===== src/sv/cabb_pkg.sv =====
// Shared types, register codes, opcodes and defaults for the clipped alpha blend blitter.
// Used by every module of the block and by the channel interfaces.
package cabb_pkg;

    // Frame store geometry
    localparam int STORE_AW    = 16;
    localparam int STORE_DEPTH = 1 << STORE_AW;
    localparam int PIX_W       = 24;
    localparam int CHAN_W      = 8;
    localparam int NUM_CHAN    = 3;

    // Defaults for the top-level parameters
    localparam int FRAME_WIDTH_DEF   = 256;
    localparam int FRAME_HEIGHT_DEF  = 256;
    localparam int MAX_BLIT_SIZE_DEF = 1024;

    // Signed width of a frame position: 11-bit offset plus an 11-bit column at most
    localparam int POS_W = 14;

    // Field widths
    localparam int OP_W    = 2;
    localparam int SRC_W   = 32;
    localparam int OFF_W   = 11;
    localparam int SIZE_W  = 11;
    localparam int SHIFT_W = 5;
    localparam int REG_IDX_W = 3;

    // Opcodes
    localparam logic [OP_W-1:0] OP_BLIT  = 2'd0;
    localparam logic [OP_W-1:0] OP_READ  = 2'd1;
    localparam logic [OP_W-1:0] OP_WRITE = 2'd2;

    // Register indexes
    localparam logic [REG_IDX_W-1:0] REG_DEST_X      = 3'd0;
    localparam logic [REG_IDX_W-1:0] REG_DEST_Y      = 3'd1;
    localparam logic [REG_IDX_W-1:0] REG_BLIT_WIDTH  = 3'd2;
    localparam logic [REG_IDX_W-1:0] REG_BLIT_HEIGHT = 3'd3;
    localparam logic [REG_IDX_W-1:0] REG_RED_MASK    = 3'd4;
    localparam logic [REG_IDX_W-1:0] REG_GREEN_MASK  = 3'd5;
    localparam logic [REG_IDX_W-1:0] REG_BLUE_MASK   = 3'd6;
    localparam logic [REG_IDX_W-1:0] REG_ALPHA_MASK  = 3'd7;

    // Channel slots in the mask and shift arrays
    localparam int CH_B = 0;
    localparam int CH_G = 1;
    localparam int CH_R = 2;
    localparam int CH_A = 3;

    // Register reset values
    localparam logic [SRC_W-1:0] RED_MASK_RST   = 32'h00FF_0000;
    localparam logic [SRC_W-1:0] GREEN_MASK_RST = 32'h0000_FF00;
    localparam logic [SRC_W-1:0] BLUE_MASK_RST  = 32'h0000_00FF;
    localparam logic [SRC_W-1:0] ALPHA_MASK_RST = 32'hFF00_0000;

    localparam logic [CHAN_W-1:0] CHAN_MAX = 8'hFF;

    // Configuration as seen by the datapath
    typedef struct packed {
        logic signed [OFF_W-1:0]     dest_x;
        logic signed [OFF_W-1:0]     dest_y;
        logic [SIZE_W-1:0]           blit_width;
        logic [SIZE_W-1:0]           blit_height;
        logic [3:0][SRC_W-1:0]       mask;
        logic [3:0][SHIFT_W-1:0]     shift;
    } cfg_t;

    // One item after the front stage
    typedef struct packed {
        logic                        valid;
        logic [OP_W-1:0]             opcode;
        logic [STORE_AW-1:0]         frame_index;
        logic [PIX_W-1:0]            write_data;
        logic signed [POS_W-1:0]     px;
        logic signed [POS_W-1:0]     py;
        logic [3:0][CHAN_W-1:0]      chan;
        logic                        done;
    } front_t;

endpackage


===== src/sv/cabb_if.sv =====
// Stream channel interfaces for the blitter: command items in, result items out.
// Depends on cabb_pkg for field widths.
interface cabb_cmd_if;
    logic                           valid;
    logic                           ready;
    logic [cabb_pkg::OP_W-1:0]      opcode;
    logic [cabb_pkg::SRC_W-1:0]     source_pixel;
    logic [cabb_pkg::STORE_AW-1:0]  frame_index;

    modport source (output valid, output opcode, output source_pixel, output frame_index,
                    input ready);
    modport sink   (input valid, input opcode, input source_pixel, input frame_index,
                    output ready);
endinterface



===== src/sv/cabb_front.sv =====
// Front stage: source position counters, channel extraction and frame position.
// Depends on cabb_pkg and the command channel interface.
module cabb_front #(
    parameter int MAX_BLIT_SIZE = cabb_pkg::MAX_BLIT_SIZE_DEF
)
(
    input  logic                  clk,
    input  logic                  rst_n,
    input  cabb_pkg::cfg_t        cfg,
    input  logic                  advance,
    cabb_cmd_if.sink              cmd,
    output cabb_pkg::front_t      front
);

    localparam int CNT_W = (MAX_BLIT_SIZE > 1) ? $clog2(MAX_BLIT_SIZE) : 1;

    logic [CNT_W-1:0]             col_reg, col_next;
    logic [CNT_W-1:0]             row_reg, row_next;
    logic [CNT_W:0]               col_inc, row_inc;
    logic [cabb_pkg::SIZE_W-1:0]  eff_w, eff_h;
    logic                         col_wrap, row_wrap;
    logic                         accept, blit;
    logic                         valid_reg;
    cabb_pkg::front_t             front_reg, front_next;

    // Clamp a size register to 1..MAX_BLIT_SIZE
    function automatic logic [cabb_pkg::SIZE_W-1:0] eff_size(input logic [cabb_pkg::SIZE_W-1:0] v);
        logic [cabb_pkg::SIZE_W-1:0] r;
        r = v;
        if (v == '0)
        begin
            r = cabb_pkg::SIZE_W'(1);
        end
        else if (32'(v) > 32'(MAX_BLIT_SIZE))
        begin
            r = cabb_pkg::SIZE_W'(MAX_BLIT_SIZE);
        end
        return r;
    endfunction

    assign cmd.ready = advance;
    assign accept    = cmd.valid && advance;
    assign blit      = (cmd.opcode == cabb_pkg::OP_BLIT);

    // Step column and row on a blit; a counter wraps as it would reach its size
    always_comb
    begin
        eff_w    = eff_size(cfg.blit_width);
        eff_h    = eff_size(cfg.blit_height);
        col_inc  = {1'b0, col_reg} + 1'b1;
        row_inc  = {1'b0, row_reg} + 1'b1;
        col_wrap = 32'(col_inc) >= 32'(eff_w);
        row_wrap = 32'(row_inc) >= 32'(eff_h);
        col_next = col_reg;
        row_next = row_reg;
        if (blit)
        begin
            if (col_wrap)
            begin
                col_next = '0;
                row_next = row_wrap ? '0 : row_inc[CNT_W-1:0];
            end
            else
            begin
                col_next = col_inc[CNT_W-1:0];
            end
        end
    end

    // Build the staged item: frame position and the four extracted channels
    always_comb
    begin
        front_next             = front_reg;
        front_next.valid       = 1'b0;
        front_next.opcode      = cmd.opcode;
        front_next.frame_index = cmd.frame_index;
        front_next.write_data  = cmd.source_pixel[cabb_pkg::PIX_W-1:0];
        front_next.px          = cabb_pkg::POS_W'(cfg.dest_x) + cabb_pkg::POS_W'(col_reg);
        front_next.py          = cabb_pkg::POS_W'(cfg.dest_y) + cabb_pkg::POS_W'(row_reg);
        front_next.done        = blit && col_wrap && row_wrap;
        for (int i = 0; i < 4; i++)
        begin
            front_next.chan[i] = cabb_pkg::CHAN_W'((cmd.source_pixel & cfg.mask[i])
                                                   >> cfg.shift[i]);
        end
    end

    // Counters advance on every blit transfer
    always_ff @(posedge clk or negedge rst_n)
    begin
        if (!rst_n)
        begin
            col_reg   <= '0;
            row_reg   <= '0;
            valid_reg <= 1'b0;
        end
        else if (advance)
        begin
            valid_reg <= cmd.valid;
            if (accept)
            begin
                col_reg <= col_next;
                row_reg <= row_next;
            end
        end
    end

    // Payload holds while the pipeline is stalled
    always_ff @(posedge clk)
    begin
        if (advance)
        begin
            front_reg <= front_next;
        end
    end

    always_comb
    begin
        front       = front_reg;
        front.valid = valid_reg;
    end

endmodule


===== src/flat_wrapper.sv =====
// flat-port wrapper written by rule: the top's interface ports become plain ports
module cabb_front_flat 
#(
    parameter int MAX_BLIT_SIZE = cabb_pkg::MAX_BLIT_SIZE_DEF
)
  (clk, rst_n, cfg, advance, front, cmd_valid, cmd_opcode, cmd_source_pixel, cmd_frame_index, cmd_ready);
  cabb_cmd_if cmd_i ();
  input  logic clk;
  input  logic rst_n;
  input  cabb_pkg::cfg_t cfg;
  input  logic advance;
  output cabb_pkg::front_t front;
  input wire logic [$bits(cmd_i.valid)-1:0] cmd_valid;
  input wire logic [$bits(cmd_i.opcode)-1:0] cmd_opcode;
  input wire logic [$bits(cmd_i.source_pixel)-1:0] cmd_source_pixel;
  input wire logic [$bits(cmd_i.frame_index)-1:0] cmd_frame_index;
  output wire logic [$bits(cmd_i.ready)-1:0] cmd_ready;
  assign cmd_i.valid = cmd_valid;
  assign cmd_i.opcode = cmd_opcode;
  assign cmd_i.source_pixel = cmd_source_pixel;
  assign cmd_i.frame_index = cmd_frame_index;
  assign cmd_ready = cmd_i.ready;
  cabb_front #(.MAX_BLIT_SIZE(MAX_BLIT_SIZE)) u_core (.clk(clk), .rst_n(rst_n), .cfg(cfg), .advance(advance), .cmd(cmd_i), .front(front));
endmodule

===== config.mk =====
export PLATFORM = sky130hd
export DESIGN_NAME = cabb_front_flat
export DESIGN_NICKNAME = d
export VERILOG_FILES = /design/src/sv/cabb_pkg.sv /design/src/sv/cabb_if.sv /design/src/sv/cabb_front.sv /design/src/flat_wrapper.sv
export SDC_FILE = /design/constraint.sdc
export NUM_CORES = 1
export LEC_CHECK = 0
export ABC_AREA = 1
export BUFFER_PORTS_ARGS = -buffer_cell sky130_fd_sc_hd__buf_2
export CAP_MARGIN = 0
export CORE_ASPECT_RATIO = 1.5
export CORE_UTILIZATION = 45
export DETAILED_ROUTE_END_ITERATION = 10
export PLACE_DENSITY = 0.71
export SYNTH_ARGS = -nofsm -noshare
export SYNTH_HDL_FRONTEND = slang
export SYNTH_SLANG_ARGS = --single-unit

===== constraint.sdc =====
create_clock -name clk -period 3.45 [get_ports clk]
set_input_delay 0.345 -clock clk [delete_from_list [all_inputs] [get_ports clk]]
set_output_delay 0.345 -clock clk [all_outputs]
set_load 0.02 [all_outputs]

## Yosys cells after proc, flatten, opt, wreduce, memory -nomap -nowiden

Index checks and enable logic that the tools add are counted.

| storage, ports and cells | value |
|---|---|
| output and inout port bits | 105 |
| input bits | 246 |
| bits in registers | 124 |

| cells by class | value |
|---|---|
| bitwise operators | 4 |
| order comparisons | 4 |
| reductions and logical operators | 8 |
| $add $sub $neg | 4 |
| shifts and indexed selects | 4 |
| multiplexer cells | 6 |

Operator list:

| kind | count |
|---|---|
| bitwise AND 32 bit | 4 |
| right shift 32 x 5 -> 8 bit | 4 |
| 2-to-1 mux 11 bit | 4 |
| adder 11 x 11 -> 12 bit | 2 |
| adder 10 x 1 -> 11 bit, second input constant | 2 |
| greater-or-equal comparator 11 bit | 2 |
| greater-than comparator 11 bit, second input constant | 2 |
| zero test 11 bit | 2 |
| 2-to-1 mux 10 bit | 2 |
| AND reduction 4 bit | 1 |
| logical AND 1 bit | 3 |
| AND reduction 3 bit | 1 |
| zero test 2 bit | 1 |

## Logic depth before layout (Yosys ltp)

Gate-level depths: netlist (run 1).

| logic depth | value |
|---|---|
| depth in word-level cells | 6 |
| gate-level depth with buffers | 19 |
| mapped depth without buffers | 19 |

## Worst setup path after synthesis (run 1)

No wires, ideal clock.

| timing path | value |
|---|---|
| path kind | flip-flop to flip-flop |
| start point | reg u_core.row_reg[0] |
| end point | reg u_core.front_reg, in the netlist u_core.front[0], data pin |
| slack | 1.055 ns |
| buffers on the path | 1 |
| required time | 3.195 ns |
| library setup time | 0.255 ns |
| arrival time | 2.139 ns |
| stages on the path, launching flop included | 16 |
| cells stage by stage | dfrtp_1 ha_1 nand3_1 nor3_2 nand3_1 nand2_1 inv_1 ha_1 nand2_1 nand2_1 a21oi_1 nand2_1 inv_1 nand3_1 buf_2 and3_1 |

RTL lines:

| what | line | text |
|---|---|---|
| start, declared | cabb_front.sv:18 | `logic [CNT_W-1:0] row_reg, row_next;` |
| start signal, assigned | cabb_front.sv:103 | `row_reg <= row_next;` |
| end signal, assigned | cabb_front.sv:113 | `front_reg <= front_next;` |
| end, declared | cabb_front.sv:24 | `cabb_pkg::front_t front_reg, front_next;` |

==> flow_metrics.env, run 1 <==
export IMPL_status="complete, no violations"
export IMPL_hold_class="input port to register"
export IMPL_synth_flop_cell="edfxtp_1"
export IMPL_cts_tree="built"
export IMPL_avgViaCountPerCell=5.62
export IMPL_htree_levels=4
export IMPL_netlist_area_mm2=0.0118
export IMPL_switching_power_mw=2.13
export IMPL_syn_inst=1925
export IMPL_path_common_cell="nand2_1"
export IMPL_num_rows=72
export IMPL_fin_area_mm2=0.0143
export IMPL_holdWs_ns=0.0716
export IMPL_power_leakage_nw=7.75
export IMPL_p_sw_share_pct=38.4
export IMPL_ys_top_cells_by_area="edfxtp_1 25%, nand2_1 23%, nand3_1 23%"
export IMPL_clkSinkCount=120
export IMPL_cpPeakStageDelay_ns=0.52
export IMPL_clkLatencyLatePin_ns=0.45
export IMPL_max_freq_mhz=340
export IMPL_worst_pin_slew_ns=1.02
export IMPL_stdcell_count=2571
export IMPL_port_buffers=350
export IMPL_overflow=0
export IMPL_hold_buffers=1
export IMPL_period_share_pct=85.1
export IMPL_ant_nets=0
export IMPL_route_vias_total=14500
export IMPL_crit_start="u_core.row_reg[0]"
export IMPL_internal_power_mw=3.42
export IMPL_finalSetupTns_ns=0
export IMPL_fillCellCount=2709
export IMPL_clk_pin_slew_worst_paths_ns=0.07
export IMPL_synth_edf_count=99
export IMPL_initial_utilization_pct=45.9
export IMPL_dpl_cell_count=2532
export IMPL_critical_path_class="register to register"
export IMPL_chipWidth_um=134
export IMPL_wire_per_inst_um=18.2
export IMPL_slew_violations=0
export IMPL_critPathRequiredTime_ns=3.65
export IMPL_yosysWarningCount=0
export IMPL_firstDrtPassIters=7
export IMPL_nNetsFinal=2511
export IMPL_yosysSeqAreaShare_pct=29.6
export IMPL_dieArea_mm2=0.0269
export IMPL_cts_resized=0
export IMPL_post_route_min_period_ns=2.94
export IMPL_slew_headroom_pct=31.9
export IMPL_power_frac_comb_pct=32.8
export IMPL_grtUsageTotal_pct=35.0
export IMPL_crit_path_cell_trace="ha_1, nand3_1, nor3_2, nand3_1, nand2_1, inv_1, ha_1, nand2_1, nand2_1, a21oi_1, nand2_1, inv_1, nand3_1, and3_1"
export IMPL_yosysUniqueCellTypes=36
export IMPL_worstHoldEndpoint="u_core.front[88]"
export IMPL_antenna_found_initial=10
export IMPL_ctsLongestPathBuffers=2
export IMPL_rr_endpoint="u_core.front[0]"
export IMPL_grt_start_max_net_pins=66
export IMPL_drc=0
export IMPL_die_y_um=200
export IMPL_largest_register_ffs=99
export IMPL_synth_seq_cells=120
export IMPL_syn_mean_instance_area_um2=6.14
export IMPL_drt_initial_drc_count=1004
export IMPL_hold_viol=0
export IMPL_post_dp_hpwl_um=36400
export IMPL_setup_viol_count_final=0
export IMPL_finalClockSkew_ns=0.0147
export IMPL_synth_top_cell_area_share_pct=25.2
export IMPL_power_frac_seq_pct=33.5
export IMPL_io_pin_count=351
export IMPL_power_mw=5.54
export IMPL_placed_area_mm2=0.0136
export IMPL_rsz0062_at_grt="no"
export IMPL_grt_pass1_vias=14100
export IMPL_cp_start_kind="register"
export IMPL_grt_pass1_wl_um=72200
export IMPL_cts_root_buf="clkbuf_16"
export IMPL_cp_slowest_cell="dfrtp_1"
export IMPL_place_congestion=1.00
export IMPL_r2r_start="u_core.row_reg[0]"
export IMPL_reg2reg_slack_ns=0.51
export IMPL_yosysTopAreaCell="edfxtp_1"
export IMPL_cts_buffers=17
export IMPL_min_from="cmd_frame_index[3]"
export IMPL_synth_most_common_cell="nand2_1"
export IMPL_power_density_mw_per_mm2=388
export IMPL_path_max_fanout=11
export IMPL_ys_async_sr_fraction_pct=17.5
export IMPL_reg2reg_depth=14
export IMPL_routed_wl_um=46800
export IMPL_ir_worst_vdd_uv=378
export IMPL_synth_fp_nets=2217
export IMPL_end_kind="register"
export IMPL_drive_above_1_share_pct=18.6
export IMPL_core_area_mm2=0.0258
export IMPL_cap_violations=0
export IMPL_area_growth_syn_to_layout_pct=20.7
export IMPL_clockPowerShare_pct=33.7
export IMPL_synth_common_cells="722 x nand2_1, 537 x nand3_1, 141 x inv_1, 121 x nor2_1, 99 x edfxtp_1"
export IMPL_post_cts_buffers=0
export IMPL_arrival_ns=3.14
export IMPL_min_path_cells=1
[layout by cell type (no fill, tap or decap), types with 4 or more instances in the layout]
master     count
inv_6          5
edfxtp_1      99
nor2_1       121
buf_2        349
inv_8          5
nand3_1      537
dfrtp_1       21
nand4_1       13
xnor2_1        7
o21ai_1        4
inv_2         10
or2_2          6
buf_4         13
o21ai_0       32
ha_1          44
xor2_1        21
a21oi_1       26
clkbuf_16     17
nand2_1      722
o21bai_1       4
nor3_1         8
inv_1        141
diode_2        6
[routing by layer]
metal / vias up / global-route usage, % / part of all wire (%)
li1: 6976 / - / -
met1: 6491 / 37.2 / 36
met2: 780 / 60.3 / 48
met3: 194 / 8.01 / 8.6
met4: 10 / 24.9 / 7.7
met5: - / 0 / 0.12
[metrics by stage]
step	setup slack [ns]	util, %
after global placement	0.603	53.0
after detailed placement	0.562	53.0
final	0.513	55.4
after global routing	0.261	55.3
after floorplan	1.06	-
after CTS	0.547	55.3
[final cells by class]
class | instances | area, um^2 | area share (%)
inverter | 153 | 574 | 4.03
clock buffer | 18 | 439 | 3.08
clock inverter | 14 | 154 | 1.08
sequential | 120 | 3500 | 24.5
multi-input combinational | 1564 | 7310 | 51.3
tap | 333 | 417 | 2.92
timing repair buffer | 363 | 1850 | 13.0
antenna | 6 | 15.0 | 0.105
[logic make-up (layout without fill, tap and decap cells)]
logic type / count (synthesis) / in the layout / share of synthesized area (%)
other: 0 / 6 / 0
buffers and inverters: 241 / 548 / 8.50
adders and majority gates: 46 / 46 / 5.00
xor gates and xnor gates: 28 / 28 / 2.08
AOI/OAI and AO/OA: 74 / 74 / 3.40
DFF: 120 / 120 / 29.6
and+or+nand+nor: 1416 / 1416 / 51.4
[power groups by stage]
stage	logic, mW	clock network, mW	registers (mW)
final	1.82	1.87	1.86
after global placement	1.77	0	1.88
after global routing	2.01	1.94	1.88
after CTS	1.80	1.90	1.86
after floorplan	0.978	0	2.04
after detailed placement	1.79	0	1.89
[worst max-delay path by stage]
stage                                  to  slack, ns  cells after the start
after floorplan           u_core.front[0]       1.06                     15
after global placement    u_core.front[0]       0.60                     14
after detailed placement  u_core.front[0]       0.56                     14
after CTS                 u_core.front[0]       0.55                     14
after global routing      u_core.front[0]       0.26                     14
final                     u_core.front[0]       0.51                     14
[critical path: cells and delay by family (launching register included)]
| family | cells | cell delay (ns) |
|---|---|---|
| adders and majority gates | 2 | 0.54 |
| DFF | 1 | 0.52 |
| AOI/OAI and AO/OA | 1 | 0.11 |
| buffers and inverters | 2 | 0.10 |
| and+or+nand+nor | 9 | 1.43 |
(Power assumes the default switching activity.)
==> run 2: changes to the inputs <==
--- a/config.mk
+++ b/config.mk
@@ -8,10 +8,13 @@
 export ABC_AREA = 1
 export BUFFER_PORTS_ARGS = -buffer_cell sky130_fd_sc_hd__buf_2
 export CAP_MARGIN = 0
+export CELL_PAD_IN_SITES_DETAIL_PLACEMENT = 1
+export CELL_PAD_IN_SITES_GLOBAL_PLACEMENT = 1
 export CORE_ASPECT_RATIO = 1.5
-export CORE_UTILIZATION = 45
+export CORE_UTILIZATION = 36
 export DETAILED_ROUTE_END_ITERATION = 10
-export PLACE_DENSITY = 0.71
+export PLACE_DENSITY_LB_ADDON = 0.1
+export RECOVER_POWER = 50
 export SYNTH_ARGS = -nofsm -noshare
 export SYNTH_HDL_FRONTEND = slang
 export SYNTH_SLANG_ARGS = --single-unit
==> flow_metrics.env, run 2 (synthesized netlist as in run 1, its figures left out) <==
export IMPL_rr_endpoint="u_core.front[0]"
export IMPL_area_growth_syn_to_layout_pct=21.2
export IMPL_firstDrtPassIters=4
export IMPL_top_layer="met5"
export IMPL_antenna_found_initial=12
export IMPL_post_route_min_period_ns=2.97
export IMPL_post_dp_hpwl_um=40200
export IMPL_fillCellCount=4477
export IMPL_grtUsageTotal_pct=30.9
export IMPL_core_area_mm2=0.0320
export IMPL_stdcell_count=2646
export IMPL_path_max_fanout=11
export IMPL_status="complete, no violations"
export IMPL_multiInputGateArea_mm2=0.00731
export IMPL_clkLatencyLatePin_ns=0.45
export IMPL_ctsLongestPathBuffers=2
export IMPL_dieArea_mm2=0.0336
export IMPL_end_kind="register"
export IMPL_power_leakage_nw=7.64
export IMPL_overflow=0
export IMPL_die_y_um=224
export IMPL_min_path_cells=1
export IMPL_grt_pass1_wl_um=79200
export IMPL_port_buffers=350
export IMPL_grt_start_max_net_pins=102
export IMPL_arrival_ns=3.18
export IMPL_slew_headroom_pct=13.0
export IMPL_critical_path_class="register to register"
export IMPL_drc=0
export IMPL_r2r_start="u_core.row_reg[0]"
export IMPL_worst_pin_slew_ns=1.30
export IMPL_reg2reg_depth=14
export IMPL_clk_pin_slew_worst_paths_ns=0.06
export IMPL_initial_utilization_pct=36.9
export IMPL_chipWidth_um=150
export IMPL_seqCellArea_mm2=0.00350
export IMPL_final_common_cell="nand2_1"
export IMPL_dpl_cell_count=2609
export IMPL_hold_viol=0
export IMPL_met2WireLength_um=25900
export IMPL_cp_start_kind="register"
export IMPL_cap_violations=0
export IMPL_hold_class="input port to register"
export IMPL_final_cell_mix="722 x nand2_1, 537 x nand3_1, 314 x buf_2"
export IMPL_nNetsFinal=2511
export IMPL_grt_pass1_vias=14700
export IMPL_cp_endpoint="u_core.front[0]"
export IMPL_drive_above_1_share_pct=17.0
export IMPL_routed_wl_um=51200
export IMPL_place_congestion=0.934
export IMPL_avgViaCountPerCell=5.39
export IMPL_largest_register_ffs=99
export IMPL_cts_buffers=17
export IMPL_finalSetupTns_ns=0
export IMPL_drt_initial_drc_count=449
export IMPL_critPathRequiredTime_ns=3.65
export IMPL_met1_length_um=19400
export IMPL_slew_violations=0
export IMPL_cts_root_buf="clkbuf_16"
export IMPL_period_share_pct=86.2
export IMPL_htree_levels=4
export IMPL_route_vias_total=14300
export IMPL_setup_viol_count_final=0
export IMPL_post_cts_buffers=0
export IMPL_rsz0062_at_grt="no"
export IMPL_ir_worst_vdd_uv=352
export IMPL_crit_start="u_core.row_reg[0]"
export IMPL_power_density_mw_per_mm2=391
export IMPL_io_pin_count=351
export IMPL_max_freq_mhz=336
export IMPL_num_rows=80
export IMPL_clkSinkCount=120
export IMPL_dr_wl_met3_um=2880
export IMPL_wire_per_inst_um=19.4
export IMPL_reg2reg_slack_ns=0.48
export IMPL_ant_nets=0
export IMPL_finalClockSkew_ns=0.0146
export IMPL_cts_tree="built"
## run 2: cell count changes in the layout (fill, tap and decap cells not counted)
cell / change
clkbuf_8: +1
buf_2: -35
clkbuf_1: +36
clkinv_4: +1
diode_2: -2
clkinvlp_4: +2
buf_4: -2
clkinv_2: +2
buf_12: +1
inv_8: -5
bufinv_16: +1
inv_6: -2
## run 2: how the worst min path moves through the flow
| stage | start | to | slack, ns |
|---|---|---|---|
| finish | cmd_frame_index[1] | u_core.front[86] | 0.07 |
| global route | cmd_frame_index[2] | u_core.front[87] | 0.06 |
| CTS | cmd_frame_index[13] | u_core.front[98] | 0.06 |
| detailed placement | rst_n | u_core.col_reg[9] | 0.35 |
| global placement | rst_n | u_core.col_reg[9] | 0.34 |
| floorplan | rst_n | u_core.col_reg[0] | 0.05 |
## run 2: area by class of cell
type,count,area share [%]
repair buffers,363,12.7
multi-input cells,1564,51.1
diodes,4,0.0699
flip-flops and latches,120,24.4
clock inverters,13,1.00
inverters,153,4.01
well taps,410,3.58
clock buffers,19,3.16
## run 2: critical path: stages, from the launching register on
cell,delay (ns)
dfrtp_1,0.51
ha_1,0.23
nand3_1,0.14
nor3_2,0.24
nand3_1,0.16
nand2_1,0.12
inv_1,0.05
ha_1,0.30
nand2_1,0.08
nand2_1,0.04
a21oi_1,0.13
nand2_1,0.06
inv_1,0.05
nand3_1,0.33
and3_1,0.28
## run 2: routing by layer
metal	global-route usage, %	up-vias
met3	5.91	130
met2	55.4	437
met4	18.0	16
met1	33.4	6694
met5	0	-
li1	-	6977
## run 2: metrics by stage
step / cell area, um^2 / hold slack (ns) / total power, mW / util (%) / setup WS [ns]
2_1_floorplan: 11800 / 0.0494 / 3.02 / - / 1.06
3_3_place_gp: 13800 / 0.345 / 3.68 / 42.9 / 0.524
3_5_place_dp: 13800 / 0.351 / 3.73 / 42.9 / 0.475
4_1_cts: 14400 / 0.0561 / 5.65 / 44.8 / 0.444
5_1_grt: 14300 / 0.0642 / 5.90 / 44.7 / 0.198
6_report: 14300 / 0.0715 / 5.60 / 44.7 / 0.475
## run 2: what timing repair did
action | CTS | global route
hold buffers | 1 | 0
hold endpoints to repair | 21 | 0
endpoints found under the setup margin | 0 | 0
resized for setup | 0 | 0
## run 2: power breakdown
part | internal (mW) | switching (mW) | total [mW]
registers | 1.77 | 0.0929 | 1.86
logic | 0.600 | 1.24 | 1.85
clock network | 1.11 | 0.785 | 1.89
