--- src/sv/cabb_pkg.sv ---
// Shared types, register codes, opcodes and defaults for the clipped alpha blend blitter.
// Used by every module of the block and by the channel interfaces.
package cabb_pkg;

    // Frame store geometry
    localparam int STORE_AW    = 16;
    localparam int STORE_DEPTH = 1 << STORE_AW;
    localparam int PIX_W       = 24;
    localparam int CHAN_W      = 8;
    localparam int NUM_CHAN    = 3;

    // Defaults for the top-level parameters
    localparam int FRAME_WIDTH_DEF   = 256;
    localparam int FRAME_HEIGHT_DEF  = 256;
    localparam int MAX_BLIT_SIZE_DEF = 1024;

    // Signed width of a frame position: 11-bit offset plus an 11-bit column at most
    localparam int POS_W = 14;

    // Field widths
    localparam int OP_W    = 2;
    localparam int SRC_W   = 32;
    localparam int OFF_W   = 11;
    localparam int SIZE_W  = 11;
    localparam int SHIFT_W = 5;
    localparam int REG_IDX_W = 3;

    // Opcodes
    localparam logic [OP_W-1:0] OP_BLIT  = 2'd0;
    localparam logic [OP_W-1:0] OP_READ  = 2'd1;
    localparam logic [OP_W-1:0] OP_WRITE = 2'd2;

    // Register indexes
    localparam logic [REG_IDX_W-1:0] REG_DEST_X      = 3'd0;
    localparam logic [REG_IDX_W-1:0] REG_DEST_Y      = 3'd1;
    localparam logic [REG_IDX_W-1:0] REG_BLIT_WIDTH  = 3'd2;
    localparam logic [REG_IDX_W-1:0] REG_BLIT_HEIGHT = 3'd3;
    localparam logic [REG_IDX_W-1:0] REG_RED_MASK    = 3'd4;
    localparam logic [REG_IDX_W-1:0] REG_GREEN_MASK  = 3'd5;
    localparam logic [REG_IDX_W-1:0] REG_BLUE_MASK   = 3'd6;
    localparam logic [REG_IDX_W-1:0] REG_ALPHA_MASK  = 3'd7;

    // Channel slots in the mask and shift arrays
    localparam int CH_B = 0;
    localparam int CH_G = 1;
    localparam int CH_R = 2;
    localparam int CH_A = 3;

    // Register reset values
    localparam logic [SRC_W-1:0] RED_MASK_RST   = 32'h00FF_0000;
    localparam logic [SRC_W-1:0] GREEN_MASK_RST = 32'h0000_FF00;
    localparam logic [SRC_W-1:0] BLUE_MASK_RST  = 32'h0000_00FF;
    localparam logic [SRC_W-1:0] ALPHA_MASK_RST = 32'hFF00_0000;

    localparam logic [CHAN_W-1:0] CHAN_MAX = 8'hFF;

    // Configuration as seen by the datapath
    typedef struct packed {
        logic signed [OFF_W-1:0]     dest_x;
        logic signed [OFF_W-1:0]     dest_y;
        logic [SIZE_W-1:0]           blit_width;
        logic [SIZE_W-1:0]           blit_height;
        logic [3:0][SRC_W-1:0]       mask;
        logic [3:0][SHIFT_W-1:0]     shift;
    } cfg_t;

    // One item after the front stage
    typedef struct packed {
        logic                        valid;
        logic [OP_W-1:0]             opcode;
        logic [STORE_AW-1:0]         frame_index;
        logic [PIX_W-1:0]            write_data;
        logic signed [POS_W-1:0]     px;
        logic signed [POS_W-1:0]     py;
        logic [3:0][CHAN_W-1:0]      chan;
        logic                        done;
    } front_t;

endpackage

--- src/sv/cabb_cfg.sv ---
// Configuration register bank with per-mask shift found at write time.
// Depends on cabb_pkg.
module cabb_cfg
(
    input  logic                              clk,
    input  logic                              rst_n,
    input  logic                              cfg_we,
    input  logic [cabb_pkg::REG_IDX_W-1:0]    cfg_index,
    input  logic [cabb_pkg::SRC_W-1:0]        cfg_data,
    output cabb_pkg::cfg_t                    cfg
);

    logic signed [cabb_pkg::OFF_W-1:0]   dest_x_reg;
    logic signed [cabb_pkg::OFF_W-1:0]   dest_y_reg;
    logic [cabb_pkg::SIZE_W-1:0]         width_reg;
    logic [cabb_pkg::SIZE_W-1:0]         height_reg;
    logic [3:0][cabb_pkg::SRC_W-1:0]     mask_reg;
    logic [3:0][cabb_pkg::SHIFT_W-1:0]   shift_reg;
    logic [cabb_pkg::SHIFT_W-1:0]        shift_next;

    // Lowest set bit of a mask, zero for an empty mask
    function automatic logic [cabb_pkg::SHIFT_W-1:0] low_bit(input logic [cabb_pkg::SRC_W-1:0] m);
        logic [cabb_pkg::SHIFT_W-1:0] s;
        s = '0;
        for (int i = cabb_pkg::SRC_W - 1; i >= 0; i--)
        begin
            if (m[i])
            begin
                s = cabb_pkg::SHIFT_W'(i);
            end
        end
        return s;
    endfunction

    assign shift_next = low_bit(cfg_data);

    // Decode the register index and hold the written value
    always_ff @(posedge clk or negedge rst_n)
    begin
        if (!rst_n)
        begin
            dest_x_reg   <= '0;
            dest_y_reg   <= '0;
            width_reg    <= cabb_pkg::SIZE_W'(1);
            height_reg   <= cabb_pkg::SIZE_W'(1);
            mask_reg[cabb_pkg::CH_R]  <= cabb_pkg::RED_MASK_RST;
            mask_reg[cabb_pkg::CH_G]  <= cabb_pkg::GREEN_MASK_RST;
            mask_reg[cabb_pkg::CH_B]  <= cabb_pkg::BLUE_MASK_RST;
            mask_reg[cabb_pkg::CH_A]  <= cabb_pkg::ALPHA_MASK_RST;
            shift_reg[cabb_pkg::CH_R] <= cabb_pkg::SHIFT_W'(16);
            shift_reg[cabb_pkg::CH_G] <= cabb_pkg::SHIFT_W'(8);
            shift_reg[cabb_pkg::CH_B] <= '0;
            shift_reg[cabb_pkg::CH_A] <= cabb_pkg::SHIFT_W'(24);
        end
        else if (cfg_we)
        begin
            unique case (cfg_index)
                cabb_pkg::REG_DEST_X:      dest_x_reg <= cfg_data[cabb_pkg::OFF_W-1:0];
                cabb_pkg::REG_DEST_Y:      dest_y_reg <= cfg_data[cabb_pkg::OFF_W-1:0];
                cabb_pkg::REG_BLIT_WIDTH:  width_reg  <= cfg_data[cabb_pkg::SIZE_W-1:0];
                cabb_pkg::REG_BLIT_HEIGHT: height_reg <= cfg_data[cabb_pkg::SIZE_W-1:0];
                cabb_pkg::REG_RED_MASK:
                begin
                    mask_reg[cabb_pkg::CH_R]  <= cfg_data;
                    shift_reg[cabb_pkg::CH_R] <= shift_next;
                end
                cabb_pkg::REG_GREEN_MASK:
                begin
                    mask_reg[cabb_pkg::CH_G]  <= cfg_data;
                    shift_reg[cabb_pkg::CH_G] <= shift_next;
                end
                cabb_pkg::REG_BLUE_MASK:
                begin
                    mask_reg[cabb_pkg::CH_B]  <= cfg_data;
                    shift_reg[cabb_pkg::CH_B] <= shift_next;
                end
                cabb_pkg::REG_ALPHA_MASK:
                begin
                    mask_reg[cabb_pkg::CH_A]  <= cfg_data;
                    shift_reg[cabb_pkg::CH_A] <= shift_next;
                end
                default:
                begin
                end
            endcase
        end
    end

    assign cfg.dest_x      = dest_x_reg;
    assign cfg.dest_y      = dest_y_reg;
    assign cfg.blit_width  = width_reg;
    assign cfg.blit_height = height_reg;
    assign cfg.mask        = mask_reg;
    assign cfg.shift       = shift_reg;

endmodule

--- config.mk ---
export PLATFORM = sky130hd
export DESIGN_NAME = cabb_cfg
export DESIGN_NICKNAME = d
export VERILOG_FILES = /design/src/sv/cabb_pkg.sv /design/src/sv/cabb_cfg.sv
export SDC_FILE = /design/constraint.sdc
export NUM_CORES = 1
export LEC_CHECK = 0
export BUFFER_PORTS_ARGS = -buffer_cell sky130_fd_sc_hd__buf_2
export CAP_MARGIN = 40
export CORE_ASPECT_RATIO = 1.75
export CORE_MARGIN = 4
export CORE_UTILIZATION = 35
export DETAILED_ROUTE_END_ITERATION = 10
export HOLD_SLACK_MARGIN = 0.12
export PLACE_DENSITY = 0.64
export SLEW_MARGIN = 40
export SYNTH_ARGS = -nofsm -noshare
export SYNTH_HDL_FRONTEND = slang
export SYNTH_SLANG_ARGS = --single-unit
--- constraint.sdc ---
create_clock -name clk -period 2.04 [get_ports clk]
set_input_delay 0.204 -clock clk [delete_from_list [all_inputs] [get_ports clk]]
set_output_delay 0.204 -clock clk [all_outputs]
set_load 0.02 [all_outputs]
---- Word level (Yosys, flattened, before mapping) ----
Index checks and enable logic that the tools add are counted.
storage, ports and cells
  register bits ........................... 192
  input bits .............................. 38
  output and inout bits ................... 192
  word-level logic and storage cells ...... 60
operators by class
  equal/unequal tests ..................... 7
  muxes and demuxes ....................... 32
  reduce and logical (&&, ||, !) cells .... 9
operators with widths
  cell                  number
  $mux W5               32
  $reduce_and A2 Y1     8
  $eq A3 B3 Y1 const B  4
  $eq A3 B2 Y1 const B  2
  $eq A3 B1 Y1 const B  1
  $logic_not A3 Y1      1

---- Logic depth before layout (Yosys ltp) ----
Gate-level depths: netlist of the first run.
  depth after elaboration ................. 32
  depth in mapped cells ................... 6
  mapped depth without buffers ............ 5

---- Worst setup path after synthesis of the first run ----
No wires, ideal clock.
  path kind ............................... input-to-reg
  start ................................... in cfg_index[0] in the netlist's numbering
  end ..................................... reg mask_reg (netlist bit cfg[28])
  arrival time ............................ 1.450 ns
  data required time ...................... 1.915 ns
  slack ................................... 0.465 ns
  stages on the path ...................... 5
  path through ............................ clkbuf_1 -> nand4b_1 -> clkbuf_1 -> buf_2 -> mux2_2
on the way
  cells in the longest elaborated chain, start to end .. 2
RTL lines
  item                                RTL line        source
  start: declaration                  cabb_cfg.sv:8   input logic [cabb_pkg::REG_IDX_W-1:0] cfg_index,
  $eq A3 B3 Y1                        cabb_cfg.sv:57  unique case (cfg_index)
  $reduce_and A2 Y1 (no source line)  -
  end signal: indexed assignment      cabb_cfg.sv:64  mask_reg[cabb_pkg::CH_R] <= cfg_data;
  end signal: indexed assignment      cabb_cfg.sv:69  mask_reg[cabb_pkg::CH_G] <= cfg_data;
  end signal: indexed assignment      cabb_cfg.sv:74  mask_reg[cabb_pkg::CH_B] <= cfg_data;
  end: declaration                    cabb_cfg.sv:17  logic [3:0][cabb_pkg::SRC_W-1:0] mask_reg;
No other way between the ends.
A chain may end at the register's enable or synchronous reset.

---- Final worst setup path of the first run ----
  start ................................... in cfg_data[16] in the netlist's numbering
  end ..................................... reg shift_reg (netlist bit cfg[10])
on the way
  cells in the longest elaborated chain, start to end .. 17
RTL lines
  item                            RTL line        source
  start: declaration              cabb_cfg.sv:9   input logic [cabb_pkg::SRC_W-1:0] cfg_data,
  $mux W5 (17 in series)          cabb_cfg.sv:27  if (m[i])
  end signal: indexed assignment  cabb_cfg.sv:50  shift_reg[cabb_pkg::CH_R] <= cabb_pkg::SHIFT_W'(16);
  end signal: indexed assignment  cabb_cfg.sv:51  shift_reg[cabb_pkg::CH_G] <= cabb_pkg::SHIFT_W'(8);
  end signal: indexed assignment  cabb_cfg.sv:53  shift_reg[cabb_pkg::CH_A] <= cabb_pkg::SHIFT_W'(24);
  end: declaration                cabb_cfg.sv:18  logic [3:0][cabb_pkg::SHIFT_W-1:0] shift_reg;
No other way between the ends.

==> results.sh, run 1 <==
export IMPL_ir_drop_uv=550.0
export IMPL_grt_usage_pct=18.80
export IMPL_max_freq_mhz=528.0
export IMPL_most_common_layout_cells="228 x buf_2, 154 x dfrtp_1, 124 x mux2_2"
export IMPL_htree_levels=4
export IMPL_finClkSkew_ns=0
export IMPL_drt_pass1_iter_count=4
export IMPL_syn_avg_cell_area_um2=12.66
export IMPL_synth_seq_cells=192
export IMPL_rsz0062_at_grt="false"
export IMPL_timing_final_setup_violations=0
export IMPL_p_int_mw=7.809
export IMPL_viasPerCell=4.749
export IMPL_cp_required_ns=2.42
export IMPL_core_area_um2=21410
export IMPL_grt_ovfl_total=0
export IMPL_crit_arrival_ns=2.27
export IMPL_crit_cells=7
export IMPL_synth_largest_area_cell="dfrtp_1"
export IMPL_slowest_delay_ns=0.53
export IMPL_synth_flop_cell="dfrtp_1"
export IMPL_finalHoldViolations=0
export IMPL_syn_area_um2=7574
export IMPL_cts_buffer_depth=2
export IMPL_startpoint_type="input port"
export IMPL_synthesis_nets=636
export IMPL_cellLeakagePower_nw=4.879
export IMPL_final_cells=1161
export IMPL_die_area_um2=24150
export IMPL_ctsRootBufferMaster="clkbuf_16"
export IMPL_drive_gt1_share_pct=52.53
export IMPL_worstHoldStart="cfg_data[8]"
export IMPL_p_sw_share_pct=32.16
export IMPL_end_kind="flip-flop"
export IMPL_synth_cells=598
export IMPL_die_w_um=119.2
export IMPL_power_switching_mw=3.703
export IMPL_yosysUniqueCellTypes=32
export IMPL_port_buffers=229
export IMPL_layout_nets=893
export IMPL_totalWireLength_mm=22.39
export IMPL_routedWlPerCell_um=19.29
export IMPL_status="completed"
export IMPL_max_cap_violations=0
export IMPL_ff2ff_path_depth=1
export IMPL_num_rows=71
export IMPL_crit_path_top_delay_cell="dlygate4sd3_1"
export IMPL_clk_pin_slew_ns=0.07
export IMPL_combinationalPowerShare_pct=25.8
export IMPL_drc=0
export IMPL_rr_startpoint="cfg[40]"
export IMPL_fin_setup_tns_ns=0
export IMPL_die_h_um=202.6
export IMPL_synth_edf_count=0
export IMPL_power_density_nw_per_um2=1143
export IMPL_r2r_slack_ns=1.24
export IMPL_whs_path_depth=3
export IMPL_ios=230
export IMPL_synth_top_area_share_pct=50.88
export IMPL_antenna_found_initial=1
export IMPL_period_minus_slack_ns=1.894
export IMPL_critPathTopFamily="compound AO/OA/AOI/OAI gates"
export IMPL_vias=5514
export IMPL_start_util_pct=35.37
export IMPL_clkLatencyLatePin_ns=0.43
export IMPL_place_gp_congestion=0.7690
export IMPL_reg2reg_to="cfg[40]"
export IMPL_cp_max_fo=8
export IMPL_worstSetupPathType="in -> reg"
export IMPL_yosysSeqAreaShare_pct=64.07
export IMPL_path_cells="dlygate4sd3_1 -> buf_2 -> or3_1 -> a221oi_2 -> o21ai_1 -> a2111oi_4 -> mux2_2"
export IMPL_largest_register_ffs=148
export IMPL_yosys_warnings=0
export IMPL_pwr_share_clk_pct=30.4
export IMPL_tightest_slew_ns=0.5250
export IMPL_hp_class="in -> reg"
export IMPL_grt_pass1_wl_mm=34.32
export IMPL_postCtsSetupBuffers=0
export IMPL_final_common_cell="buf_2"
export IMPL_dp_hpwl_mm=16.10
export IMPL_fin_crit_sh_pct=92.84
export IMPL_holdPathEnd="cfg[92]"
export IMPL_ant_nets=0
export IMPL_cts_tree="built"
export IMPL_fillers=2002
export IMPL_drv_slew=0
export IMPL_slew_headroom_pct=65.00
export IMPL_cp_num_buf_inv=2
export IMPL_final_core_util_pct=47.06
export IMPL_cts_sinks=192
export IMPL_synth_area_leaders="dfrtp_1 51%, mux2_2 18%, dfstp_2 13%, nand2_1 6.1%, o21ai_0 2.4%"
export IMPL_grt_pass1_vias=5836
export IMPL_p_seq_share_pct=43.8
export IMPL_area_growth_pct=33.03
export IMPL_dp_cells=1104
export IMPL_drtIter0Drc=287
export IMPL_async_flop_share_pct=100.0
export IMPL_grt_max_degree=61
export IMPL_holdWs_ns=0.1350
export IMPL_cts_made_buffers=17
-- metal layers --
metal	up-vias	wire length, um	GRT usage (%)
met4	0	789	8.247
met3	41	1029	4.125
met1	2750	8233	20.05
met5	-	0	0
li1	2550	-	-
met2	173	12340	35.06
-- timing repair --
action	in CTS	in global routing
endpoints found under the setup margin	0	4
hold buffers	24	0
endpoints found under the hold margin	99	0
resized for setup	0	2
-- area by class of cell --
class / instances / area [um2] / area share, %
multi-input combinational: 362 / 2586 / 25.67
clock buffer: 21 / 470.5 / 4.670
tap: 292 / 365.4 / 3.626
inverter: 5 / 18.77 / 0.1863
antenna: 1 / 2.502 / 0.02484
sequential: 192 / 4852 / 48.16
clock inverter: 11 / 153.9 / 1.528
timing repair buffer: 277 / 1625 / 16.13
-- tightest hold or removal path, delay by kind of cell --
family        cells  cell delay [ns]
simple gates      2             0.13
buf+inv           1             0.19
-- power by group through the flow --
| stage | sequential, mW | combinational, mW | clock (mW) |
|---|---|---|---|
| after global routing | 5.13 | 3.17 | 3.74 |
| after floorplan | 6.05 | 0.741 | 0 |
| after detailed placement | 5.10 | 2.99 | 0 |
| after CTS | 5.04 | 3.02 | 3.60 |
| after global placement | 5.08 | 2.95 | 0 |
| final | 5.04 | 2.97 | 3.50 |
-- synthesized netlist by cell type, types with 2 or more instances --
library cell and n:
a21oi_1 9, buf_2 8, clkbuf_1 30, dfrtp_1 154
dfstp_2 38, inv_1 5, mux2_1 3, mux2_2 124
mux2i_1 3, nand2_1 123, nand2b_1 5, nand4b_1 3
nor2_1 11, nor2b_1 2, nor3_1 11, nor3b_1 2
nor4_1 11, o21ai_0 36, o31ai_1 2, or2_2 2
or3_1 5
-- logic make-up (layout without fill, tap and decap cells) --
| family | Yosys count | after routing | share of synthesized area (%) |
|---|---|---|---|
| AND/OR/NAND/NOR | 176 | 176 | 10.06 |
| AO/OA/AOI/OAI | 56 | 56 | 4.279 |
| other | 0 | 1 | 0 |
| buffers and inverters | 44 | 314 | 2.313 |
| flip-flops | 192 | 192 | 64.07 |
| multiplexers | 130 | 130 | 19.28 |
-- through the flow --
step                total power, mW  instance area, um2  worst slack, ns
finish                        11.51               10070           0.1460
global route                  12.05               10070         0.001480
CTS                           11.67               10050          0.05121
detailed placement            8.086                9189           0.1217
global placement              8.026                9189           0.2021
floorplan                     6.795                7574           0.4652
-- worst max-delay path by stage --
stage	from	slack (ns)	to
floorplan	cfg_index[0]	0.47	cfg[28]
global placement	cfg_data[16]	0.20	cfg[10]
detailed placement	cfg_data[16]	0.12	cfg[10]
CTS	cfg_data[16]	0.05	cfg[10]
global route	cfg_data[16]	0.001	cfg[10]
finish	cfg_data[16]	0.15	cfg[10]
Note: power is estimated with default switching activity, not from simulation.
==> inputs of run 2 (changes only) <==
--- a/config.mk
+++ b/config.mk
@@ -10,6 +10,7 @@
 export CORE_ASPECT_RATIO = 1.75
 export CORE_MARGIN = 4
 export CORE_UTILIZATION = 35
+export CTS_BUF_LIST = sky130_fd_sc_hd__clkbuf_4 sky130_fd_sc_hd__clkbuf_8 sky130_fd_sc_hd__clkbuf_16
 export DETAILED_ROUTE_END_ITERATION = 10
 export HOLD_SLACK_MARGIN = 0.12
 export PLACE_DENSITY = 0.64
==> run 2 against run 1 <==
Net effect:
- register-to-register slack is essentially flat
- first-iteration DRC count did not move
- total power barely moved
- global-route usage unchanged
- clock skew is the same
- highest routed layer unchanged
- sequential cell count stayed put
- sequential share of layout area is essentially flat
==> results.sh, run 2 (synthesis results as in run 1) <==
export IMPL_status="completed"
export IMPL_hp_class="in -> reg"
export IMPL_p_seq_share_pct=43.7
export IMPL_ctsRootBufferMaster="clkbuf_16"
export IMPL_drive_gt1_share_pct=52.65
export IMPL_combinationalPowerShare_pct=25.8
export IMPL_tightest_slew_ns=0.5246
export IMPL_vias=5503
export IMPL_place_gp_congestion=0.7690
export IMPL_p_int_mw=7.823
export IMPL_ios=230
export IMPL_p_sw_share_pct=32.09
export IMPL_startpoint_type="input port"
export IMPL_start_util_pct=35.37
export IMPL_drtIter0Drc=287
export IMPL_ff2ff_path_depth=1
export IMPL_finClkSkew_ns=0
export IMPL_num_rows=71
export IMPL_slew_headroom_pct=65.03
export IMPL_power_switching_mw=3.696
export IMPL_antenna_found_initial=1
export IMPL_core_area_um2=21410
export IMPL_cp_required_ns=2.42
export IMPL_grt_pass1_wl_mm=34.32
export IMPL_port_buffers=229
export IMPL_fin_setup_tns_ns=0
export IMPL_r2r_slack_ns=1.24
export IMPL_die_w_um=119.2
export IMPL_reg2reg_to="cfg[40]"
export IMPL_viasPerCell=4.740
export IMPL_cts_made_buffers=17
export IMPL_postCtsSetupBuffers=0
export IMPL_totalWireLength_mm=22.36
export IMPL_rsz0062_at_grt="false"
export IMPL_cp_max_fo=8
export IMPL_max_cap_violations=0
export IMPL_clk_pin_slew_ns=0.07
export IMPL_dp_hpwl_mm=16.10
export IMPL_power_density_nw_per_um2=1143
export IMPL_area_growth_pct=33.07
export IMPL_holdPathEnd="cfg[92]"
export IMPL_cts_buffer_depth=2
export IMPL_ant_nets=0
export IMPL_fin_crit_sh_pct=92.91
export IMPL_final_common_cell="buf_2"
export IMPL_htree_levels=4
export IMPL_largest_register_ffs=148
export IMPL_die_area_um2=24150
export IMPL_worstHoldStart="cfg_data[8]"
export IMPL_cellLeakagePower_nw=4.882
export IMPL_cts_sinks=192
export IMPL_die_h_um=202.6
export IMPL_worstSetupPathType="in -> reg"
export IMPL_routedWlPerCell_um=19.26
export IMPL_final_cells=1161
export IMPL_fillers=2001
export IMPL_most_common_layout_cells="228 x buf_2, 154 x dfrtp_1, 124 x mux2_2"
export IMPL_timing_final_setup_violations=0
export IMPL_ir_drop_uv=550.0
export IMPL_pwr_share_clk_pct=30.5
export IMPL_max_freq_mhz=527.6
export IMPL_drc=0
export IMPL_end_kind="flip-flop"
export IMPL_grt_usage_pct=18.80
export IMPL_period_minus_slack_ns=1.895
export IMPL_drv_slew=0
export IMPL_drt_pass1_iter_count=4
export IMPL_cts_tree="built"
export IMPL_crit_arrival_ns=2.27
export IMPL_clkLatencyLatePin_ns=0.43
export IMPL_whs_path_depth=3
export IMPL_rr_startpoint="cfg[40]"
export IMPL_grt_max_degree=61
export IMPL_layout_nets=893
export IMPL_dp_cells=1104
export IMPL_grt_pass1_vias=5836
export IMPL_finalHoldViolations=0
export IMPL_holdWs_ns=0.1375
export IMPL_grt_ovfl_total=0
[run 2: cell count changes in the layout (fill, tap and decap cells not counted)]
cell / before / now
clkbuf_1: 1 / 0
clkbuf_4: 0 / 1
[run 2: area by class of cell]
cell class | count | area [um2] | share of cell area [%]
Tap cell | 292 | 365.4 | 3.625
Clock buffer | 21 | 474.2 | 4.705
Sequential cell | 192 | 4852 | 48.14
Multi-Input combinational cell | 362 | 2586 | 25.66
Timing Repair Buffer | 277 | 1625 | 16.13
Inverter | 5 | 18.77 | 0.1862
Clock inverter | 11 | 153.9 | 1.527
Antenna cell | 1 | 2.502 | 0.02483
[run 2: repair_timing]
action	in CTS	in global routing
endpoints found under the setup margin	0	4
hold buffers	24	0
gates resized for setup	0	2
hold endpoints to repair	99	0
[run 2: worst max-delay path: stages]
cell           delay (ns)
dlygate4sd3_1        0.53
buf_2                0.17
or3_1                0.41
a221oi_2             0.17
o21ai_1              0.14
a2111oi_4            0.43
mux2_2               0.21
[run 2: how the worst max path moves through the flow]
stage,startpoint,to,slack (ns),depth (start not counted)
final,cfg_data[16],cfg[10],0.14,7
after global routing,cfg_data[16],cfg[10],0.001,7
after CTS,cfg_data[16],cfg[10],0.05,7
after detailed placement,cfg_data[16],cfg[10],0.12,6
after global placement,cfg_data[16],cfg[10],0.20,6
after floorplan,cfg_index[0],cfg[28],0.47,5
[run 2: per-stage QoR]
stage / setup slack [ns] / util (%) / instance area (um2) / total power, mW
5_1_grt: 0.001480 / 47.08 / 10080 / 12.06
2_1_floorplan: 0.4652 / - / 7574 / 6.795
4_1_cts: 0.05121 / 46.98 / 10060 / 11.68
6_report: 0.1446 / 47.08 / 10080 / 11.52
3_3_place_gp: 0.2021 / 42.92 / 9189 / 8.026
3_5_place_dp: 0.1217 / 42.92 / 9189 / 8.086
[run 2: metal layers]
metal | vias to the layer above | routed length [um] | GRT usage [%]
met4 | 0 | 785 | 8.247
li1 | 2551 | - | -
met2 | 171 | 12340 | 35.06
met3 | 39 | 1028 | 4.125
met1 | 2742 | 8204 | 20.05
met5 | - | 0 | 0
[run 2: power groups by stage]
stage,Sequential (mW),Clock [mW],Combinational [mW]
after CTS,5.04,3.62,3.02
after global routing,5.13,3.76,3.17
after global placement,5.08,0,2.95
after floorplan,6.05,0,0.741
final,5.04,3.51,2.97
after detailed placement,5.10,0,2.99
==> inputs of run 3 (changes only) <==
--- a/config.mk
+++ b/config.mk
@@ -5,15 +5,15 @@
 export SDC_FILE = /design/constraint.sdc
 export NUM_CORES = 1
 export LEC_CHECK = 0
-export BUFFER_PORTS_ARGS = -buffer_cell sky130_fd_sc_hd__buf_2
 export CAP_MARGIN = 40
 export CORE_ASPECT_RATIO = 1.75
 export CORE_MARGIN = 4
 export CORE_UTILIZATION = 35
 export CTS_BUF_LIST = sky130_fd_sc_hd__clkbuf_4 sky130_fd_sc_hd__clkbuf_8 sky130_fd_sc_hd__clkbuf_16
 export DETAILED_ROUTE_END_ITERATION = 10
+export DONT_BUFFER_PORTS = 1
 export HOLD_SLACK_MARGIN = 0.12
-export PLACE_DENSITY = 0.64
+export PLACE_DENSITY = 0.55
 export SLEW_MARGIN = 40
 export SYNTH_ARGS = -nofsm -noshare
 export SYNTH_HDL_FRONTEND = slang
==> run 3 against run 2 <==
Net effect:
- the run now ends with negative hold slack left
- sequential share of layout area rose by 6.4 points
- die area stayed put
- global-route usage is 0.32 points higher
- design area is 12% lower
- critical endpoint is now cfg[4]
==> results.sh, run 3 (synthesis results as in run 1) <==
export IMPL_status="complete, but fails checks"
export IMPL_violations="negative hold slack"
export IMPL_path_cells="dlygate4sd3_1 -> or2_2 -> nor3_1 -> o2111ai_1 -> o21ai_0"
export IMPL_routedWlPerCell_um=24.59
export IMPL_hp_class="in -> async"
export IMPL_ir_drop_uv=550.9
export IMPL_crit_arrival_ns=2.20
export IMPL_cts_buffer_depth=2
export IMPL_cts_tree="built"
export IMPL_grt_usage_pct=19.12
export IMPL_finClkSkew_ns=0
export IMPL_totalWireLength_mm=22.89
export IMPL_fin_ws_ns=0.1978
export IMPL_drive_gt1_share_pct=34.27
export IMPL_drt_pass1_iter_count=4
export IMPL_most_common_layout_cells="154 x dfrtp_1, 124 x mux2_2, 123 x nand2_1"
export IMPL_die_area_um2=24150
export IMPL_met3_usage_pct=6.661
export IMPL_cp_required_ns=2.40
export IMPL_cp_max_fo=11
export IMPL_slowest_delay_ns=0.76
export IMPL_layout_nets=664
export IMPL_core_area_um2=21410
export IMPL_max_freq_mhz=542.8
export IMPL_area_growth_pct=17.56
export IMPL_viasPerCell=5.113
export IMPL_ios=230
export IMPL_drv_slew=0
export IMPL_die_h_um=202.6
export IMPL_tightest_slew_ns=0.5664
export IMPL_rsz0062_at_grt="false"
export IMPL_port_buffers=0
export IMPL_clkLatencyLatePin_ns=0.44
export IMPL_power_density_nw_per_um2=1203
export IMPL_vias=4760
export IMPL_antenna_found_initial=0
export IMPL_cts_sinks=192
export IMPL_postCtsSetupBuffers=0
export IMPL_cellLeakagePower_nw=3.882
export IMPL_grt_ovfl_total=0
export IMPL_place_gp_congestion=0.7513
export IMPL_slew_headroom_pct=62.12
export IMPL_dp_slack_ns=0.3469
export IMPL_max_cap_violations=0
export IMPL_grt_max_degree=193
export IMPL_crit_path_top_delay_cell="dlygate4sd3_1"
export IMPL_drc=0
export IMPL_ctsHoldBuffers=32
export IMPL_die_w_um=119.2
export IMPL_final_common_cell="dfrtp_1"
export IMPL_num_rows=71
export IMPL_drtIter0Drc=280
export IMPL_r2r_slack_ns=1.09
export IMPL_use_met1_pct=18.80
export IMPL_largest_register_ffs=148
export IMPL_cts_made_buffers=17
export IMPL_period_minus_slack_ns=1.842
export IMPL_busiest_layer="met2"
export IMPL_end_kind="flip-flop"
export IMPL_start_util_pct=35.37
export IMPL_htree_levels=4
export IMPL_grt_pass1_wl_mm=33.86
export IMPL_startpoint_type="input port"
export IMPL_dp_hpwl_mm=15.07
export IMPL_antenna_cells=0
export IMPL_fin_setup_tns_ns=0
export IMPL_ctsResizeCount=0
export IMPL_fin_crit_sh_pct=90.30
export IMPL_finalHoldViolations=192
export IMPL_ant_nets=0
export IMPL_ctsRootBufferMaster="clkbuf_16"
export IMPL_holdWs_ns=-0.5461
export IMPL_grt_pass1_vias=5038
export IMPL_timing_final_setup_violations=0
export IMPL_met2_usage_pct=35.28
export IMPL_worstSetupPathType="in -> reg"
export IMPL_clk_pin_slew_ns=0.07
==> run 3: cell count changes in the layout (fill, tap and decap cells not counted), sizes merged <==
cell / delta
clkinv: +2
diode: -1
inv: +1
clkbuf: -4
dlygate4sd3: +8
buf: -236
==> run 3: where the power goes <==
part | switching (mW) | internal, mW | total (mW) | leakage [nW]
registers | 1.59 | 4.67 | 6.27 | 2.29
clock network | 1.52 | 1.98 | 3.50 | 0.301
logic | 0.385 | 0.559 | 0.944 | 1.29
==> run 3: path summary, 6_finish.rpt <==
path                        startpoint  endpoint  cells past startpoint
min                              rst_n  cfg[118]                      0
max                        cfg_data[0]    cfg[4]                      5
max reg2reg                    cfg[15]   cfg[15]                      1
min reg2reg                   cfg[106]  cfg[106]                      2
min in group clk           cfg_data[3]   cfg[87]                      2
max in group asynchronous        rst_n  cfg[141]                      0
==> run 3: metrics by stage <==
| step | hold slack, ns | utilization, % | total power [mW] | instance area [um2] | cells |
|---|---|---|---|---|---|
| floorplan | -0.09159 | - | 6.795 | 7574 | 598 |
| detailed placement | -0.08539 | 37.19 | 7.209 | 7961 | 867 |
| global placement | -0.08533 | 37.19 | 7.135 | 7961 | 867 |
| CTS | -0.5705 | 41.59 | 10.86 | 8904 | 931 |
| global route | -0.5632 | 41.59 | 11.16 | 8904 | 931 |
| finish | -0.5461 | 41.59 | 10.71 | 8904 | 931 |
==> run 3: cell type report <==
type,count,area [um2]
fillers,2017,12510
flip-flops and latches,192,4852
multi-input cells,362,2567
repair buffers,48,478.0
clock buffers,18,439.2
well taps,292,365.4
clock inverters,14,182.7
inverters,5,18.77
==> run 3: critical path, delay by kind of cell <==
kind | cells | cell delay, ns
and+or+nand+nor | 2 | 0.68
buffers and inverters | 1 | 0.76
AOI/OAI and AO/OA | 2 | 0.56
==> run 3: layer usage <==
layer  routed length (um)  share of wire [%]  vias up
met5                    0                  0        -
met2                12730                 56      175
met1                 7649                 33     2444
met4                  878                3.8        0
li1                     -                  -     2096
met3                 1634                7.1       45
